### config.mk
export PLATFORM = sky130hd
export DESIGN_NAME = base64_stream_encoder
export DESIGN_NICKNAME = d
export VERILOG_FILES = /design/src/b64enc_pkg.sv /design/src/base64_stream_encoder.sv /design/src/b64enc_front.sv /design/src/b64enc_gq.sv /design/src/b64enc_back.sv
export SDC_FILE = /design/constraint.sdc
export NUM_CORES = 1
export LEC_CHECK = 0
export BUFFER_PORTS_ARGS = -buffer_cell sky130_fd_sc_hd__buf_2
export CORE_UTILIZATION = 54
export CTS_BUF_LIST = sky130_fd_sc_hd__clkbuf_8
export DETAILED_ROUTE_END_ITERATION = 10
export PLACE_DENSITY = 0.72
export SETUP_SLACK_MARGIN = 0.3
export SLEW_MARGIN = 10
export SYNTH_ARGS = -nofsm -noshare
export SYNTH_HDL_FRONTEND = slang
export SYNTH_SLANG_ARGS = --single-unit
### constraint.sdc
create_clock -name clk_i -period 4.65 [get_ports clk_i]
set_clock_uncertainty 0.2 [all_clocks]
set_input_delay 0.93 -clock clk_i [delete_from_list [all_inputs] [get_ports clk_i]]
set_output_delay 0.93 -clock clk_i [all_outputs]
set_load 0.01 [all_outputs]
### src/b64enc_pkg.sv
// ----------------------------------------------------------------------------
// Base64 encoder package
// Shared group type, alphabet lookup and character constants for the encoder.
// ----------------------------------------------------------------------------
package b64enc_pkg;

  // One packed group as it travels from the front to the back end.
  typedef struct packed {
    logic [23:0] bits;    // Bytes packed most significant first, zero filled.
    logic [1:0]  nbytes;  // Number of real bytes in the group (1 to 3).
    logic        last;    // Group closes the message.
  } group_t;

  // Position of a character inside its group of four.
  localparam logic [1:0] CharFirst  = 2'd0;
  localparam logic [1:0] CharSecond = 2'd1;
  localparam logic [1:0] CharThird  = 2'd2;
  localparam logic [1:0] CharFourth = 2'd3;

  // Byte counts of a group.
  localparam logic [1:0] OneByte   = 2'd1;
  localparam logic [1:0] TwoBytes  = 2'd2;
  localparam logic [1:0] ThreeByte = 2'd3;

  localparam logic [6:0] PadChar = 7'h3D;  // ASCII '='

  // Standard base64 alphabet, indexed by a six-bit value.
  function automatic logic [6:0] alphabet_char(input logic [5:0] sextet);
    logic [6:0] ch;
    if (sextet < 6'd26) begin
      ch = 7'h41 + {1'b0, sextet};
    end else if (sextet < 6'd52) begin
      ch = 7'h61 + {1'b0, sextet - 6'd26};
    end else if (sextet < 6'd62) begin
      ch = 7'h30 + {1'b0, sextet - 6'd52};
    end else if (sextet == 6'd62) begin
      ch = 7'h2B;  // '+'
    end else begin
      ch = 7'h2F;  // '/'
    end
    return ch;
  endfunction

endpackage

### src/base64_stream_encoder.sv
// The first character of a group reaches the result ports through the group queue,
// the back end's group register and its character register; the other three follow
// one per cycle while pop keeps up. Throughput: one character per cycle, set by the
// back end's character register, as long as the result side pops every cycle.
// Reset (asynchronous, active low) empties the pending group, the group queue
// and the output register; no clearing pass is needed.
// ----------------------------------------------------------------------------
// Streaming base64 encoder
// Byte-at-a-time RFC 4648 encoder with a decoupled front end and back end.
// ----------------------------------------------------------------------------
module base64_stream_encoder #(
  parameter int unsigned GroupDepth = 2
) (
  input  logic       clk_i,
  input  logic       rst_ni,
  // Byte requests.
  input  logic       push,
  output logic       full,
  input  logic [7:0] data_byte_i,
  input  logic       final_byte_i,
  // Character results.
  output logic       empty,
  input  logic       pop,
  output logic [6:0] text_char_o,
  output logic       end_of_text_o
);

  // The front end collects up to two bytes. A request that closes a group
  // (third byte, or any byte flagged final) pushes the packed group into the
  // queue in the same cycle, so the front takes a request whenever the queue
  // has room. Requests that only add to the pending group never touch the
  // queue, but refusing them on a full queue keeps the rule simple.
  logic               accept;
  logic               grp_wr;
  b64enc_pkg::group_t grp_wr_data;
  logic               gq_full;

  // The back end drains the queue one group at a time and writes one character
  // per cycle into its output register while that register is free; the result
  // side sees that register, so the back end stalls while a character waits there.
  logic               gq_empty;
  logic               grp_take;
  b64enc_pkg::group_t grp_rd_data;
  logic               out_valid;

  assign full   = gq_full;
  assign accept = push && !gq_full;
  assign empty  = !out_valid;

  b64enc_front u_front (
    .clk_i        (clk_i),
    .rst_ni       (rst_ni),
    .accept_i     (accept),
    .data_byte_i  (data_byte_i),
    .final_byte_i (final_byte_i),
    .grp_valid_o  (grp_wr),
    .grp_o        (grp_wr_data)
  );

  b64enc_gq #(
    .Depth (GroupDepth)
  ) u_gq (
    .clk_i     (clk_i),
    .rst_ni    (rst_ni),
    .wr_en_i   (grp_wr),
    .wr_data_i (grp_wr_data),
    .full_o    (gq_full),
    .rd_en_i   (grp_take),
    .rd_data_o (grp_rd_data),
    .empty_o   (gq_empty)
  );

  // A result request is taken when pop meets a valid character in the
  // output register; the back end refills that register in the same edge.
  b64enc_back u_back (
    .clk_i         (clk_i),
    .rst_ni        (rst_ni),
    .grp_empty_i   (gq_empty),
    .grp_i         (grp_rd_data),
    .grp_take_o    (grp_take),
    .pop_i         (pop),
    .out_valid_o   (out_valid),
    .text_char_o   (text_char_o),
    .end_of_text_o (end_of_text_o)
  );

endmodule

### src/b64enc_front.sv
// ----------------------------------------------------------------------------
// Base64 encoder front end
// Collects bytes into groups of up to three and hands closed groups onward.
// ----------------------------------------------------------------------------
module b64enc_front (
  input  logic                  clk_i,
  input  logic                  rst_ni,
  input  logic                  accept_i,
  input  logic [7:0]            data_byte_i,
  input  logic                  final_byte_i,
  output logic                  grp_valid_o,
  output b64enc_pkg::group_t    grp_o
);

  logic [15:0] pending_bytes_q, pending_bytes_d;
  logic [1:0]  pending_count_q, pending_count_d;

  // A group closes on the third byte or on the last byte of the message.
  always_comb begin
    pending_bytes_d = pending_bytes_q;
    pending_count_d = pending_count_q;
    grp_valid_o     = 1'b0;
    grp_o.bits      = {data_byte_i, 16'h0000};
    grp_o.nbytes    = b64enc_pkg::OneByte;
    grp_o.last      = final_byte_i;
    unique case (pending_count_q)
      2'd1: begin
        grp_o.bits   = {pending_bytes_q[15:8], data_byte_i, 8'h00};
        grp_o.nbytes = b64enc_pkg::TwoBytes;
        if (final_byte_i) begin
          grp_valid_o = accept_i;
        end else begin
          pending_bytes_d = {pending_bytes_q[15:8], data_byte_i};
        end
      end
      2'd2: begin
        grp_o.bits   = {pending_bytes_q, data_byte_i};
        grp_o.nbytes = b64enc_pkg::ThreeByte;
        grp_valid_o  = accept_i;
      end
      default: begin
        // An empty group; a count of three is never reached and counts as empty.
        if (final_byte_i) begin
          grp_valid_o = accept_i;
        end else begin
          pending_bytes_d = {data_byte_i, 8'h00};
        end
      end
    endcase
    if (accept_i) begin
      if (grp_valid_o) begin
        pending_count_d = 2'd0;
      end else begin
        pending_count_d = (pending_count_q == 2'd1) ? 2'd2 : 2'd1;
      end
    end
  end

  always_ff @(posedge clk_i or negedge rst_ni) begin
    if (!rst_ni) begin
      pending_count_q <= 2'd0;
    end else begin
      pending_count_q <= pending_count_d;
    end
  end

  always_ff @(posedge clk_i) begin
    if (accept_i) begin
      pending_bytes_q <= pending_bytes_d;
    end
  end

endmodule

### src/b64enc_gq.sv
// ----------------------------------------------------------------------------
// Base64 encoder group queue
// Small first-in first-out buffer of closed groups between front and back.
// ----------------------------------------------------------------------------
module b64enc_gq #(
  parameter int unsigned Depth = 2
) (
  input  logic                  clk_i,
  input  logic                  rst_ni,
  input  logic                  wr_en_i,
  input  b64enc_pkg::group_t    wr_data_i,
  output logic                  full_o,
  input  logic                  rd_en_i,
  output b64enc_pkg::group_t    rd_data_o,
  output logic                  empty_o
);

  localparam int unsigned PtrW = (Depth > 1) ? $clog2(Depth) : 1;
  localparam int unsigned CntW = $clog2(Depth + 1);
  localparam logic [PtrW-1:0] PtrLast = PtrW'(Depth - 1);
  localparam logic [CntW-1:0] CntFull = CntW'(Depth);

  b64enc_pkg::group_t mem_q [Depth];
  logic [PtrW-1:0]    wr_ptr_q, rd_ptr_q;
  logic [CntW-1:0]    count_q;

  assign full_o    = (count_q == CntFull);
  assign empty_o   = (count_q == '0);
  assign rd_data_o = mem_q[rd_ptr_q];

  always_ff @(posedge clk_i or negedge rst_ni) begin
    if (!rst_ni) begin
      wr_ptr_q <= '0;
      rd_ptr_q <= '0;
      count_q  <= '0;
    end else begin
      if (wr_en_i) begin
        wr_ptr_q <= (wr_ptr_q == PtrLast) ? '0 : wr_ptr_q + 1'b1;
      end
      if (rd_en_i) begin
        rd_ptr_q <= (rd_ptr_q == PtrLast) ? '0 : rd_ptr_q + 1'b1;
      end
      if (wr_en_i && !rd_en_i) begin
        count_q <= count_q + 1'b1;
      end else if (rd_en_i && !wr_en_i) begin
        count_q <= count_q - 1'b1;
      end
    end
  end

  always_ff @(posedge clk_i) begin
    if (wr_en_i) begin
      mem_q[wr_ptr_q] <= wr_data_i;
    end
  end

endmodule

### src/b64enc_back.sv
// ----------------------------------------------------------------------------
// Base64 encoder back end
// Turns one group into four characters, one per cycle while the output is free.
// ----------------------------------------------------------------------------
module b64enc_back (
  input  logic                  clk_i,
  input  logic                  rst_ni,
  input  logic                  grp_empty_i,
  input  b64enc_pkg::group_t    grp_i,
  output logic                  grp_take_o,
  input  logic                  pop_i,
  output logic                  out_valid_o,
  output logic [6:0]            text_char_o,
  output logic                  end_of_text_o
);

  b64enc_pkg::group_t grp_q, grp_d;
  logic               busy_q, busy_d;
  logic [1:0]         idx_q, idx_d;
  logic               ovalid_q, ovalid_d;
  logic [6:0]         char_q, char_d;
  logic               eot_q, eot_d;
  logic               out_free;
  logic [5:0]         sextet;
  logic               pad;

  assign out_free = !ovalid_q || pop_i;

  // Six bits from the top down, then padding where the group ran short.
  always_comb begin
    unique case (idx_q)
      b64enc_pkg::CharFirst:  sextet = grp_q.bits[23:18];
      b64enc_pkg::CharSecond: sextet = grp_q.bits[17:12];
      b64enc_pkg::CharThird:  sextet = grp_q.bits[11:6];
      default:                sextet = grp_q.bits[5:0];
    endcase
    pad = ((idx_q == b64enc_pkg::CharThird) && (grp_q.nbytes == b64enc_pkg::OneByte)) ||
          ((idx_q == b64enc_pkg::CharFourth) && (grp_q.nbytes != b64enc_pkg::ThreeByte));
  end

  always_comb begin
    grp_d    = grp_q;
    busy_d   = busy_q;
    idx_d    = idx_q;
    ovalid_d = ovalid_q;
    char_d   = char_q;
    eot_d    = eot_q;
    if (out_free) begin
      ovalid_d = busy_q;
      if (busy_q) begin
        char_d = pad ? b64enc_pkg::PadChar : b64enc_pkg::alphabet_char(sextet);
        eot_d  = grp_q.last && (idx_q == b64enc_pkg::CharFourth);
        idx_d  = idx_q + 2'd1;
        if (idx_q == b64enc_pkg::CharFourth) begin
          busy_d = 1'b0;
        end
      end
    end
    // A new group enters as soon as the current one hands out its last character.
    grp_take_o = !grp_empty_i &&
                 (!busy_q || (out_free && (idx_q == b64enc_pkg::CharFourth)));
    if (grp_take_o) begin
      grp_d  = grp_i;
      busy_d = 1'b1;
      idx_d  = b64enc_pkg::CharFirst;
    end
  end

  always_ff @(posedge clk_i or negedge rst_ni) begin
    if (!rst_ni) begin
      busy_q   <= 1'b0;
      idx_q    <= b64enc_pkg::CharFirst;
      ovalid_q <= 1'b0;
    end else begin
      busy_q   <= busy_d;
      idx_q    <= idx_d;
      ovalid_q <= ovalid_d;
    end
  end

  always_ff @(posedge clk_i) begin
    grp_q  <= grp_d;
    char_q <= char_d;
    eot_q  <= eot_d;
  end

  assign out_valid_o   = ovalid_q;
  assign text_char_o   = char_q;
  assign end_of_text_o = eot_q;

endmodule
### After elaboration in Yosys (flattened, before gate mapping)

Memories as Yosys holds them, arrays and structs flattened. A register that Yosys moved wholly into a read port is not among the register bits.
Index checks and enable logic that the tools add are counted.

* memories kept: 1
* flip-flop bits (word level): 34
* memory bits (writable): 54

* add/sub/neg operators: 10
* eq/ne operators: 9
* mux-type cells: 26
* reductions and logical operators: 26
* magnitude comparators: 3
* bitwise logic cells: 3

Memories
* u_gq.mem_q: depth 2, width 27, read ports 1, clocked after Yosys merged registers in 1, wr ports 1, line b64enc_gq.sv:23 `b64enc_pkg::group_t mem_q [Depth];`

Operators with widths (count)
* 26-bit one-hot mux with 2 select lines: 1
* 16-bit one-hot mux with 2 select lines: 1
* 7-bit 2-to-1 mux: 3
* 6-bit one-hot mux with 3 select lines: 1
* 16-bit 2-to-1 mux: 1
* 7-bit by 6-bit adder with 7-bit output, first input constant: 2
* 2-bit 2-to-1 mux: 7
* 6-bit less-than comparator, second input constant: 2
* 1-bit 2-to-1 mux: 10
* 2-bit == test, second input constant: 4
* 1-bit logical AND: 8
* 8-bit 2-to-1 mux: 1
* 6-bit by 6-bit adder with 7-bit output, first input constant: 1
* 2-bit by 1-bit == test with 1-bit output, second input constant: 3
* 6-bit == test, second input constant: 1
* 1-bit logical NOT: 6
* 6-bit by 5-bit less-than comparator with 1-bit output, second input constant: 1
* 2-bit nonzero test: 3
* 6-bit by 5-bit subtractor with 6-bit output, second input constant: 1
* 6-bit subtractor, second input constant: 1
* 2-bit by 1-bit adder with 2-bit output, second input constant: 2
* 2-bit logical NOT: 2
* 2-bit AND reduction: 2
* 4-bit AND reduction: 1
* other kinds (7): 12

### Longest topological paths before layout

Gate-level depths: netlist of the first run.

* word-level depth: 9
* gate-level depth with buffers: 12
* depth with buffers taken out: 12

### Modules after synthesis

From an unflattened synthesis of the first run, not the netlist that was laid out.

* cell total of the unflattened synthesis: 376
* area total of the unflattened synthesis: 5345.1 um^2

By module, submodules not included
* b64enc_gq: instances 1, seq. area each 1721.7 um^2, area each 2234.6 um^2, cells each 100
* b64enc_back: instances 1, seq. area each 1151.1 um^2, area each 2073.2 um^2, cells each 170
* b64enc_front: instances 1, seq. area each 530.5 um^2, area each 1019.7 um^2, cells each 104
* base64_stream_encoder: instances 1, seq. area each 0.0 um^2, area each 17.5 um^2, cells each 2

### Least setup slack after synthesis of the first run

Ideal clock, no wire load.

* path kind: input -> register
* start point: in push
* end point: mem u_gq.mem_q[0][0] (netlist name), enable pin
* arrival time: 2.993 ns
* library setup time: 0.445 ns
* cell stages on the path: 2
* setup slack: 1.012 ns
* cell sequence: o21ai_1 nor3_1

* word-level cells in the longest chain between the ends: 5

RTL lines
* start, declared: line base64_stream_encoder.sv:17 `input logic push,`
* 1-bit logical AND (*): line base64_stream_encoder.sv:47 `assign accept = push && !gq_full;`
* 1-bit 2-to-1 mux: line b64enc_front.sv:30, b64enc_front.sv:43
* 1-bit 2-to-1 mux (*)
* 1-bit 2-to-1 mux (*): line b64enc_gq.sv:52 `if (wr_en_i) begin`
* 1-bit 2-to-1 mux (implied by the code) (*): line b64enc_gq.sv:53 `mem_q[wr_ptr_q] <= wr_data_i;`
* end, declared: line b64enc_gq.sv:23

Every way passes the cells marked *; elsewhere a longest branch is shown, timed or not.

### Worst setup path in the final report of the first run

* start point: reg u_back.idx_q[0]
* end point: reg u_back.char_q[2], in the netlist u_back.text_char_o[2] (data pin)

* word-level cells in the longest chain between the ends: 7
* elaborated cells between the ends (all ways): 21
* those cells by class: add/sub: 5; order compare: 3; eq/ne: 4; mux: 5; reduce/logical: 4

RTL lines
* start, declared: line b64enc_back.sv:19 `logic [1:0] idx_q, idx_d;`
* start signal, assigned: line b64enc_back.sv:72 `idx_q <= b64enc_pkg::CharFirst;`
* start signal, assigned: line b64enc_back.sv:76 `idx_q <= idx_d;`
* 2-bit == test (tied with other cells): line b64enc_back.sv:31, b64enc_back.sv:37
* 6-bit one-hot mux with 3 select lines: line b64enc_back.sv:31 `unique case (idx_q)`
* 6-bit subtractor / 6-bit == test (equally long branches): line b64enc_pkg.sv:35, b64enc_pkg.sv:36
* 6-bit by 6-bit adder with 7-bit output / 3-bit 2-to-1 mux (equally long branches): line b64enc_pkg.sv:35, b64enc_pkg.sv:36
* 7-bit 2-to-1 mux: line b64enc_pkg.sv:34 `end else if (sextet < 6'd62) begin`
* 7-bit 2-to-1 mux: line b64enc_pkg.sv:32 `end else if (sextet < 6'd52) begin`
* 7-bit 2-to-1 mux: line b64enc_pkg.sv:30 `if (sextet < 6'd26) begin`
* end signal, assigned: line b64enc_back.sv:83 `char_q <= char_d;`
* end, declared: line b64enc_back.sv:21 `logic [6:0] char_q, char_d;`

Several ways; a longest one is shown, not always the timed one.
A chain may end at the register's enable or synchronous reset.

==> results of run 1 <==
layout by cell type (no fill, tap or decap), types with 3 or more instances in the layout:
master      netlist  layout
nand4_1           3       3
clkinv_2          1       3
xnor2_1           8       8
buf_2             1      22
and2_1           19      19
nor2b_1          13      13
clkinv_4          0       4
nor3_1            7       6
clkbuf_8          0      18
edfxtp_1        105     105
mux2_2           28      28
xor2_1            3       3
a222oi_1          4       4
o21ai_0          18      18
a21oi_1          19      19
ha_1             15      15
inv_2             3       3
inv_1            17      17
inv_6             0       3
clkinvlp_4        0       3
dfrtp_1          10      10
buf_4             1       3
nor2_1           14      14
nand2_1          26      26
a31oi_1           4       4
registers in the layout, summed over array words and instances (netlist names):
register and cells:
u_gq.mem_q 54, u_back.grp_q 27, u_front.pending_bytes_q 16, u_back.text_char_o 7, u_back.idx_q 2, u_front.pending_count_q 2, u_gq.count_q 2, u_back.busy_q 1
u_back.end_of_text_o 1, u_back.out_valid_o 1, u_gq.rd_ptr_q 1, u_gq.wr_ptr_q 1
routing by layer:
metal	global-route usage, %	vias to the layer above	part of all wire (%)
met5	0	-	0
met4	7.81	0	1.5
met3	5.64	11	3.8
met2	34.7	67	50
met1	25.5	1419	45
li1	-	1459	-
per-stage QoR:
step	hold WS, ns	total power, mW	setup WS (ns)	cell area, um2
floorplan	0.256	2.98	1.01	5160
global placement	0.272	3.37	1.11	5400
detailed placement	0.293	3.39	0.966	5400
CTS	0.155	4.31	0.956	5800
global route	0.150	4.58	0.637	5800
finish	0.173	4.29	0.920	5800
final timing paths:
check	to	slack, ns	start	cells after the start
max	u_back.text_char_o[2]	0.92	u_back.idx_q[0]	9
min	u_gq.wr_ptr_q	0.17	rst_ni	1
max reg2reg	u_back.text_char_o[2]	0.92	u_back.idx_q[0]	9
min reg2reg	u_back.out_valid_o	0.31	u_back.busy_q	2
max in group asynchronous	u_back.idx_q[1]	3.86	rst_ni	1
min in group clk_i	u_back.out_valid_o	0.31	u_back.busy_q	2
final cells by class:
cell class	instances	area share (%)
flip-flops and latches	115	58.6
multi-input cells	224	28.0
clock buffers	18	4.27
well taps	129	2.78
clock inverters	14	2.65
repair buffers	25	2.29
inverters	21	1.38
worst register-to-register path, cell delays in order, from the launching register on:
cell	delay, ns
dfrtp_1	0.43
ha_1	0.36
inv_2	0.19
mux2i_2	0.64
clkinv_2	0.29
ha_1	0.33
nor3b_2	0.41
nor3_1	0.11
a2111oi_0	0.42
a31oi_1	0.08
logic make-up after synthesis:
| family | synth area share [%] |
|---|---|
| flops | 65.9 |
| simple gates | 9.18 |
| mux | 6.76 |
| xor+xnor | 1.87 |
| compound gates | 9.69 |
| fa+ha+maj | 3.85 |
| buf+inv | 2.74 |
power groups by stage:
stage / Sequential (mW) / Combinational (mW) / Clock, mW
floorplan: 1.61 / 1.37 / 0
global placement: 1.66 / 1.70 / 0
detailed placement: 1.67 / 1.71 / 0
CTS: 1.65 / 1.73 / 0.930
global route: 1.68 / 1.93 / 0.973
finish: 1.65 / 1.73 / 0.916
==> results.py, run 1 <==
metrics = {
    "setup_path": {
        "crit_arrival_ns": 3.68,
        "path_class": "register to register",
        "slowest_stage": "mux2i_2",
        "worst_ep_required_time_ns": 4.60,
        "cp_max_fo": 13,
        "path_buf_inv": 2,
        "timing.critical_path.to_type": "register",
        "cp_top_delay_family": "adder cells",
        "cp-start-kind": "register",
        "path_common_cell": "ha_1",
        "timing.critical_path.slowest_cell_delay_ns": 0.64,
        "cp_cell_sequence": "ha_1 > inv_2 > mux2i_2 > clkinv_2 > ha_1 > nor3b_2 > nor3_1 > a2111oi_0 > a31oi_1",
    },
    "floorplan": {
        "die_h_um": 99.8,
        "die_x_um": 99.8,
        "core_region_area_mm2": 0.00924,
        "design.die.area_mm2": 0.00996,
        "initial_core_utilization_pct": 55.9,
        "floorplan.io_pins": 23,
        "placementRows": 35,
    },
    "sta": {
        "fmax_achieved_mhz": 268,
        "post-route-min-period_ns": 3.73,
        "final.setup.tns_ns": 0,
        "drv_slew": 0,
        "layout_worst_path_cycle_share_pct": 80.2,
        "maxSlewHeadroom_pct": 18.3,
        "worst_slew_pin_tran_ns": 1.23,
        "setup_violations": 0,
        "timing_hold_violations_final": 0,
        "grt_setup_unrepaired": "false",
    },
    "drt": {
        "totalWireLength_um": 9170,
        "drt_iter0_drc": 167,
        "routed_via_density": 5.41,
        "drt.antenna.violating_nets": 0,
        "drt-pass1-iter-count": 5,
        "wl_per_cell_um": 16.8,
        "drc": 0,
        "route.vias.total": 2956,
    },
    "grt": {
        "global_route_congestion_overflow_total": 0,
        "grt_start_max_net_pins": 29,
        "first_global_vias": 3042,
        "antenna_found_initial": 0,
        "grt_pass1_wl_um": 15200,
        "grtUsageTotal_pct": 20.6,
    },
    "hold_path": {
        "hold_path.class": "input pin to async pin",
    },
    "yosys": {
        "asyncSetResetFlopFracSynth_pct": 8.70,
        "yosysWarningCount": 0,
        "post_synth_instance_area_mm2": 0.00516,
        "synthTopCellsByCount": "edfxtp_1, mux2_2, nand2_1, a21oi_1, and2_1",
        "synth-edff-count": 105,
        "synthTopCellsByArea": "edfxtp_1, mux2_2, dfrtp_1",
        "mean_instance_size_in_the_synthesized_netlist_um2": 13.8,
        "yosysTopAreaCell": "edfxtp_1",
        "synthesis.instances": 373,
        "yosys_register_bits": 115,
        "postSynth.topFlopCell": "edfxtp_1",
        "synth_top_area_share_pct": 61.1,
        "syn-num-nets": 401,
        "library_cells_used_by_synthesis": 54,
        "yosys.cell_count.top_type": "edfxtp_1",
        "synth_seq_area_share_pct": 65.9,
    },
    "run_status": {
        "status": "finished, final reports clean",
    },
    "clocking": {
        "clk_latency_ns": 0.41,
        "ctsLongestPathBuffers": 2,
        "clock_sink_count": 115,
        "hold_buffer_count_at_cts": 0,
        "clockRootBuffer": "clkbuf_8",
        "cts-buffers-inserted": 17,
        "h-tree-depth": 4,
        "path_clk_slew_ns": 0.08,
        "cts_post_setup_buffers_inserted": 0,
        "cts_tree": "done",
        "cts_resized": 0,
    },
    "power": {
        "power.combinational.fraction_pct": 40.3,
        "seqPwrFrac_pct": 38.4,
        "power.switching_mw": 1.59,
        "cell_internal_pwr_mw": 2.70,
        "clockPowerShare_pct": 21.3,
        "power_leakage_nw": 2.11,
        "max-vdd-ir-drop_mv": 0.562,
        "sw_frac_of_total_pct": 37.1,
        "p_per_area_mw_per_mm2": 740,
    },
    "finish": {
        "sequential_cell_area_mm2": 0.00340,
        "layout.cells.non_filler": 546,
        "num_antenna_cells": 0,
        "post-route-util_pct": 62.8,
        "multiInputGateArea_mm2": 0.00162,
        "drive_above_1_share_pct": 24.0,
        "area_growth_syn_to_layout_pct": 12.4,
        "final.fill_count": 690,
        "final_nets": 432,
    },
    "place": {
        "dp.final_hpwl_um": 6330,
        "dp.cells": 514,
        "io_buffers": 22,
        "globalplace.congestion": 0.841,
    },
    "run": {
        "cap_viol_max_count": 0,
    },
}
(Power assumes the default switching activity.)
==> inputs of run 2 (changes only) <==
--- a/config.mk
+++ b/config.mk
@@ -5,11 +5,12 @@
 export SDC_FILE = /design/constraint.sdc
 export NUM_CORES = 1
 export LEC_CHECK = 0
+export ABC_AREA = 1
 export BUFFER_PORTS_ARGS = -buffer_cell sky130_fd_sc_hd__buf_2
 export CORE_UTILIZATION = 54
 export CTS_BUF_LIST = sky130_fd_sc_hd__clkbuf_8
 export DETAILED_ROUTE_END_ITERATION = 10
-export PLACE_DENSITY = 0.72
+export PLACE_DENSITY = 0.75
 export SETUP_SLACK_MARGIN = 0.3
 export SLEW_MARGIN = 10
 export SYNTH_ARGS = -nofsm -noshare
==> constraint.sdc (replaced) <==
create_clock -name clk_i -period 3.4 [get_ports clk_i]
set_clock_uncertainty 0.2 [all_clocks]
set_input_delay 0.68 -clock clk_i [delete_from_list [all_inputs] [get_ports clk_i]]
set_output_delay 0.68 -clock clk_i [all_outputs]
set_load 0.01 [all_outputs]
==> run 2 against run 1 <==
Critical path depth grew 2; synthesized cell count is 32% higher; core utilization increased by 0.62 points; first-iteration DRC count up 35%; highest routed layer unchanged.
==> results.py, run 2 <==
metrics = {
    "run_status": {
        "status": "finished, final reports clean",
    },
    "yosys": {
        "syn-num-nets": 522,
        "yosysWarningCount": 0,
        "postSynth.topFlopCell": "edfxtp_1",
        "yosys_register_bits": 115,
        "mean_instance_size_in_the_synthesized_netlist_um2": 10.6,
        "asyncSetResetFlopFracSynth_pct": 8.70,
        "post_synth_instance_area_mm2": 0.00523,
        "synth_seq_area_share_pct": 65.0,
        "synthTopCellsByCount": "nand2_1, edfxtp_1, inv_1, nor2_1, nand3_1",
        "synthesis.instances": 494,
        "synth-edff-count": 105,
        "library_cells_used_by_synthesis": 29,
        "synth_top_area_share_pct": 60.2,
        "synthTopCellsByArea": "edfxtp_1, nand2_1, dfrtp_1",
        "yosysTopAreaCell": "edfxtp_1",
        "yosys.cell_count.top_type": "nand2_1",
    },
    "sta": {
        "layout_setup_ws_ns": 0.612,
        "timing_hold_violations_final": 0,
        "layout_worst_path_cycle_share_pct": 82.0,
        "maxSlewHeadroom_pct": 49.6,
        "fin_hold_ws_ns": 0.292,
        "worst_slew_pin_tran_ns": 0.751,
        "fmax_achieved_mhz": 359,
        "grt_setup_unrepaired": "false",
        "drv_slew": 0,
        "final.setup.tns_ns": 0,
        "setup_violations": 0,
        "post-route-min-period_ns": 2.79,
    },
    "drt": {
        "drt.antenna.violating_nets": 0,
        "totalWireLength_um": 9050,
        "route.vias.total": 3280,
        "drc": 0,
        "drt-pass1-iter-count": 4,
        "routed_via_density": 4.88,
        "drt_iter0_drc": 225,
        "wl_per_cell_um": 13.5,
    },
    "finish": {
        "drive_above_1_share_pct": 16.0,
        "post-route-util_pct": 63.4,
        "most_frequent_cells_in_the_layout": "nand2_1, edfxtp_1, inv_1, nor2_1, nand3_1",
        "leading_cell_type_in_the_layout_fill_and_taps_excluded": "nand2_1",
        "sequential_cell_area_mm2": 0.00340,
        "final_area_mm2": 0.00592,
        "final.fill_count": 716,
        "largest_reg_flops": 54,
        "layout.cells.non_filler": 672,
        "reg_top3": "u_gq.mem_q (54), u_back.grp_q (27), u_front.pending_bytes_q (16)",
        "final_nets": 558,
        "area_growth_syn_to_layout_pct": 13.0,
        "multiInputGateArea_mm2": 0.00154,
        "registers.top_by_ff_count": "u_gq.mem_q",
        "num_antenna_cells": 0,
    },
    "place": {
        "placed_cell_area_mm2": 0.00551,
        "globalplace.congestion": 0.867,
        "io_buffers": 22,
        "dp.cells": 639,
        "pre_cts_ws_ns": 0.626,
        "dp.final_hpwl_um": 6340,
    },
    "power": {
        "p_per_area_mw_per_mm2": 996,
        "max-vdd-ir-drop_mv": 0.478,
        "power_leakage_nw": 2.59,
        "fin_total_pwr_mw": 5.89,
    },
    "clocking": {
        "clock_sink_count": 115,
        "h-tree-depth": 4,
        "cts_tree": "done",
        "clk_latency_ns": 0.41,
        "cts-buffers-inserted": 17,
        "cts_resized": 0,
        "path_clk_slew_ns": 0.08,
        "ctsLongestPathBuffers": 2,
        "clockRootBuffer": "clkbuf_8",
    },
    "setup_path": {
        "cp-start-kind": "register",
        "path_class": "register to register",
        "worst_ep_required_time_ns": 3.37,
        "cp_max_fo": 12,
        "timing.critical_path.to_type": "register",
        "crit_arrival_ns": 2.75,
    },
    "floorplan": {
        "die_h_um": 100,
        "floorplan.io_pins": 23,
        "core_region_area_mm2": 0.00933,
        "placementRows": 35,
        "design.die.area_mm2": 0.0101,
        "initial_core_utilization_pct": 56.1,
        "die_x_um": 100,
    },
    "grt": {
        "antenna_found_initial": 0,
        "grt_pass1_wl_um": 15500,
        "grtUsageTotal_pct": 20.6,
        "first_global_vias": 3272,
        "global_route_congestion_overflow_total": 0,
        "grt_start_max_net_pins": 30,
    },
    "hold_path": {
        "hold_path.class": "register to register",
    },
    "run": {
        "cap_viol_max_count": 0,
    },
}
[run 2: changes by cell type in the layout (fill, tap and decap cells not counted), moves of 5 or more]
cell | previous run | this run
nor2b_1 | 13 | 0
nor2_1 | 14 | 23
inv_1 | 17 | 58
xor2_1 | 3 | 9
nand2_1 | 26 | 163
nand3_1 | 2 | 23
xnor2_1 | 8 | 1
mux2_2 | 28 | 0
nand2_2 | 0 | 5
nand2_4 | 0 | 5
nor2_2 | 0 | 6
and2_1 | 19 | 0
[run 2: worst max-delay path, cell delays in order (launching register included)]
cell,delay [ns]
dfrtp_1,0.40
ha_1,0.27
inv_2,0.27
nand2_1,0.11
o22ai_1,0.37
inv_1,0.19
ha_1,0.24
nand2_1,0.10
xor2_1,0.15
o21ai_0,0.09
nor2_1,0.09
nand2_1,0.07
[run 2: worst paths after layout]
path	from	endpoint	slack (ns)	cells past startpoint
worst max register to register	u_back.idx_q[0]	u_back.text_char_o[4]	0.61	11
worst min-delay path	u_back.busy_q	u_back.out_valid_o	0.29	2
worst min register to register	u_back.busy_q	u_back.out_valid_o	0.29	2
min in group asynchronous	rst_ni	u_back.out_valid_o	0.47	2
max in group asynchronous	rst_ni	u_back.idx_q[1]	2.32	2
worst max-delay path	u_back.idx_q[0]	u_back.text_char_o[4]	0.61	11
[run 2: kinds of logic (layout without fill, tap and decap cells)]
group	count (synthesis)	in the layout	share of synthesized area (%)
AO/OA/AOI/OAI	44	44	5.12
adder cells (fa/ha/maj)	15	15	3.59
flip-flops	115	115	65.0
buffers and inverters	77	126	5.67
AND/OR/NAND/NOR	233	233	18.9
XOR/XNOR	10	10	1.67
[run 2: cell type report]
cell class	instances	share of cell area, %
inverter	65	4.12
sequential	115	57.5
timing repair buffer	29	2.79
clock inverter	15	2.81
clock buffer	17	3.96
multi-input combinational	302	26.1
tap	129	2.73
[run 2: per-layer routing]
layer,GRT usage (%),up-vias,share of wire [%]
li1,-,1685,-
met1,25.7,1511,44
met2,35.1,76,51
met3,4.02,8,3.4
met4,9.03,0,1.0
met5,0,-,0
[run 2: report_power, final]
group | total (mW) | internal [mW] | switching, mW | leakage [nW]
Combinational | 2.45 | 0.786 | 1.66 | 1.30
Sequential | 2.20 | 2.09 | 0.108 | 1.09
Clock | 1.25 | 0.716 | 0.532 | 0.196
Total | 5.89 | 3.59 | 2.30 | 2.59
[run 2: repair_timing]
| item | 4_1_cts | 5_1_grt |
|---|---|---|
| hold endpoints to repair | 10 | 0 |
| hold buffers | 1 | 0 |
| buffers inserted | 0 | 0 |
